<file path="config.mk">
export PLATFORM = sky130hd
export DESIGN_NAME = chu_mod
export DESIGN_NICKNAME = d
export VERILOG_FILES = /design/src/chu_pkg.sv /design/src/chu_mod.sv
export SDC_FILE = /design/constraint.sdc
export NUM_CORES = 1
export LEC_CHECK = 0
export BUFFER_PORTS_ARGS = -buffer_cell sky130_fd_sc_hd__buf_4
export CORE_AREA = 2 2 79 81
export CTS_CLUSTER_SIZE = 20
export DETAILED_ROUTE_END_ITERATION = 6
export DIE_AREA = 0 0 81 83
export HOLD_SLACK_MARGIN = 0.06
export PLACE_DENSITY = 0.68
export SLEW_MARGIN = 10
export SYNTH_ARGS = -nofsm -noshare
export SYNTH_HDL_FRONTEND = slang
export SYNTH_SLANG_ARGS = --single-unit
</file>
<file path="constraint.sdc">
create_clock -name clk -period 2.5 [get_ports clk]
set_clock_uncertainty 0.1 [all_clocks]
set_input_delay 0.125 -clock clk [delete_from_list [all_inputs] [get_ports clk]]
set_output_delay 0.125 -clock clk [all_outputs]
set_load 0.03 [all_outputs]
</file>
<file path="src/chu_pkg.sv">
`timescale 1ns / 1ps
package chu_pkg;

	localparam int unsigned KEY_W      = 31;
	localparam int unsigned OP_W       = 2;
	localparam int unsigned STATUS_W   = 2;
	localparam int unsigned CFG_W      = 7;

	localparam int unsigned DEF_BUCKETS    = 64;
	localparam int unsigned DEF_NODES      = 256;
	localparam int unsigned DEF_VALUE_BITS = 32;

	localparam logic [CFG_W-1:0] BUCKET_COUNT_RESET = 7'd64;

	localparam logic [OP_W-1:0] OP_ADD    = 2'd0;
	localparam logic [OP_W-1:0] OP_REMOVE = 2'd1;
	localparam logic [OP_W-1:0] OP_LOOKUP = 2'd2;
	localparam logic [OP_W-1:0] OP_CLEAR  = 2'd3;

	localparam logic [STATUS_W-1:0] ST_OK        = 2'd0;
	localparam logic [STATUS_W-1:0] ST_NOT_FOUND = 2'd1;
	localparam logic [STATUS_W-1:0] ST_FULL      = 2'd2;

endpackage

</file>
<file path="src/chu_mod.sv">
`timescale 1ns / 1ps
module chu_mod import chu_pkg::*; #(
	parameter int unsigned DW = 7
) (
	input  logic             clk,
	input  logic             arst_n,
	input  logic             start,
	input  logic [KEY_W-1:0] key,
	input  logic [DW-1:0]    divisor,
	output logic             done,
	output logic [DW-1:0]    rem
);

	localparam int unsigned CNT_W = $clog2(KEY_W);

	logic             busy_q;
	logic             done_q;
	logic [CNT_W-1:0] cnt_q;
	logic [KEY_W-1:0] key_q;
	logic [DW-1:0]    div_q;
	logic [DW-1:0]    rem_q;
	logic [DW:0]      trial;
	logic [DW:0]      diff;

	// one restoring step per cycle, key bits from the top
	assign trial = {rem_q, key_q[KEY_W-1]};
	assign diff  = trial - {1'b0, div_q};

	always_ff @(posedge clk or negedge arst_n) begin
		if (!arst_n) begin
			busy_q <= 1'b0;
			done_q <= 1'b0;
			cnt_q  <= '0;
		end else begin
			done_q <= 1'b0;
			if (start) begin
				busy_q <= 1'b1;
				cnt_q  <= CNT_W'(KEY_W - 1);
			end else if (busy_q) begin
				cnt_q <= cnt_q - 1'b1;
				if (cnt_q == '0) begin
					busy_q <= 1'b0;
					done_q <= 1'b1;
				end
			end
		end
	end

	always_ff @(posedge clk) begin
		if (start) begin
			key_q <= key;
			div_q <= divisor;
			rem_q <= '0;
		end else if (busy_q) begin
			key_q <= {key_q[KEY_W-2:0], 1'b0};
			if (trial >= {1'b0, div_q})
				rem_q <= diff[DW-1:0];
			else
				rem_q <= trial[DW-1:0];
		end
	end

	assign done = done_q;
	assign rem  = rem_q;

endmodule

</file>
==> results.md <==
- Avg Inst Size Synth: 13.06 um^2
- Number of synthesized register bits: 52
- Ant diodes: 0
- CP arrival: 2300 ps
- Final Hold Fails: 0
- VDD IR max: 282.9 uV
- Seq/Total Area, Yosys: 56.31%
- Vias per inst: 4.956
- RSZ-0062 raised after global routing: no
- Num CTS Buffers: 5
- Count of cell types in the netlist: 46
- Syn nets: 248
- Nets: 337
- First-pass GRT wire length: 7.941 mm
- Cell Pwr Density: 651.3 mW/mm^2
- Antenna Nets Post-Route: 0
- Multi-input gate area: 0.001033 mm^2
- Drt drc: 0
- Top_reg_cell synth: edfxtp_1
- Sequential cell area: 0.001456 mm^2
- Slew headroom: 69.69%
- Hold WC Path Type: in -> reg
- Routability-driven placement congestion ratio: 0.7948
- Clock slew at reported path FFs: 100 ps
- Post-CTS setup buffer count: 0
- P_leak: 0.001459 uW
- Starting DRT DRC Count: 71
- Yosys warns: 0
- Area Growth Syn to Fin: 35.46%
- Row Count: 28
- Die footprint: 0.006723 mm^2
- Core area: 0.005816 mm^2
- Post-synth EDFFs: 38
- Hold_ws: 104.0 ps
- Layout fillers: 473
- Initial antenna violation count: 0
- WL/cell: 13.09 um
- Final setup vio count: 0
- CTS tree: built
- Pin count of the biggest net entering global routing: 32
- Total grt overflow: 0
- Crit-path max cell delay: 410 ps
- Required @ worst endpoint: 2600 ps
- Hold-fix buffers at CTS: 40
- Max Cap Viol: 0
- Post-synth top cells: edfxtp_1, mux2_1, mux2_2
- CP Class: reg -> reg
- Setup TNS: 0 ps
- Power Total: 2282 uW
- H-tree depth: 2
- Critical path's most frequent cell: inv_1
- Period utilization: 88.04%
- Final Worst Setup Slack: 299.1 ps
- Worst Setup End Kind: register
- Clock Tree Buf Depth: 2
- Min cycle time layout: 2201 ps
- Synth Instances: 198
- CP Cell Sequence: inv_1 -> ha_1 -> inv_1 -> fa_1 -> nand3_1 -> a31o_1 -> and2_4 -> o311ai_2
- Layout cells sized above 1: 27.43%
- Die width: 81 um
- DRT Pass-1 Iters: 6
- Slew @ Worst Pin: 453.2 ps
- Vias: 1,799
- CTS root buf: clkbuf_8
- Die H: 83 um
- CP Max Fanout: 10
- Starting Density: 44.47%
- I/O pin total: 49
- Drt total wl: 4.750 mm
- Cell taking the most area after synthesis: edfxtp_1
- Async SR Flop Fraction: 13.46%
- Clk sinks: 52
- Tot GR Track Use: 15.28%
- Dpl hpwl: 3.073 mm
- Worst Setup Start Kind: register
- Final Slew Violations: 0
- Vias in the first global route: 1,807
- Dpl ws: 329.8 ps
- PortBufs: 48
- Area share of the largest cell type after synthesis: 44.12%
- Top post-synthesis cells by area: edfxtp_1, dfrtp_1, mux2_1
- Later-pin clock latency in the skew report: 310 ps
- Syn Std Cell Area: 0.002586 mm^2
- Resized cells post-CTS: 0
- Maximum clock rate: 0.4544 GHz
- Most frequent cell after synthesis: edfxtp_1
- Status: finished, final reports clean
- Slowest stage cell, crit path: edfxtp_1
-- final cells by class --
class	instances	area share [%]
Multi-Input combinational cell	124	29.50
Inverter	13	1.393
Sequential cell	52	41.57
Tap cell	75	2.679
Clock buffer	5	1.964
Timing Repair Buffer	91	22.36
Clock inverter	3	0.5357
-- cells in the final DEF, fill, tap and decap left out, types with 2 or more instances in the layout --
cell	instances
dlygate4sd3_1	40
mux2_1	15
o21ai_0	2
dfrtp_1	7
ha_1	8
and3_1	4
inv_1	13
nand2_1	11
nor2b_1	4
mux2_2	15
o21ai_1	2
dfxtp_1	7
nor4b_1	2
nor3b_1	7
o31ai_1	2
edfxtp_1	38
a31oi_1	4
nor3_1	3
a21o_1	3
clkbuf_8	5
nand2b_1	4
nand3_1	4
nor2_1	7
xor2_1	2
buf_4	51
xnor2_1	5
-- metal layers --
| metal | share of wire (%) | track usage, % |
|---|---|---|
| met1 | 45 | 18.34 |
| met2 | 48 | 25.47 |
| met3 | 4.1 | 4.022 |
| met4 | 1.9 | 6.471 |
| met5 | 0 | 0 |
-- through the flow --
| stage | area [um^2] | instances | util (%) |
|---|---|---|---|
| 6_report | 3503 | 363 | 60.24 |
| 5_1_grt | 3503 | 363 | 60.24 |
| 4_1_cts | 3503 | 363 | 60.24 |
| 3_5_place_dp | 3015 | 315 | 51.85 |
| 3_3_place_gp | 3015 | 315 | 51.85 |
| 2_1_floorplan | 2586 | 198 | - |
-- state kept, by name (all words and copies together) (netlist names) --
signal and count:
busy_q 1, cnt_q 5, div_q 7, done 1, key_q 31, rem 7
-- worst max-delay path, delay by kind of cell, from the launching register on --
kind | cells | cell delay (ps)
adder cells (fa/ha/maj) | 2 | 570
buffers and inverters | 2 | 130
flip-flops | 1 | 410
AND/OR/NAND/NOR | 2 | 380
AO/OA/AOI/OAI | 2 | 490
-- logic make-up after synthesis --
group | synth area share [%]
xor+xnor | 2.371
compound gates | 8.515
flops | 56.31
mux | 13.06
simple gates | 11.37
fa+ha+maj | 4.645
buf+inv | 3.725
-- where the power goes --
| group | switching [uW] | internal [uW] |
|---|---|---|
| Combinational | 352 | 361 |
| Clock | 280 | 195 |
| Sequential | 63.1 | 1030 |
-- worst paths after layout --
| path | from | endpoint | slack, ps | cells past startpoint |
|---|---|---|---|---|
| worst max-delay path | key_q[30] | rem[2] | 300 | 8 |
| max in group asynchronous | arst_n | cnt_q[0] | 1410 | 3 |
| min in group asynchronous | arst_n | done | 660 | 3 |
| worst max register to register | key_q[30] | rem[2] | 300 | 8 |
| worst min register to register | key_q[24] | key_q[25] | 430 | 1 |
| worst min-delay path | start | cnt_q[0] | 100 | 2 |
Note: power is estimated with default switching activity, not from simulation.
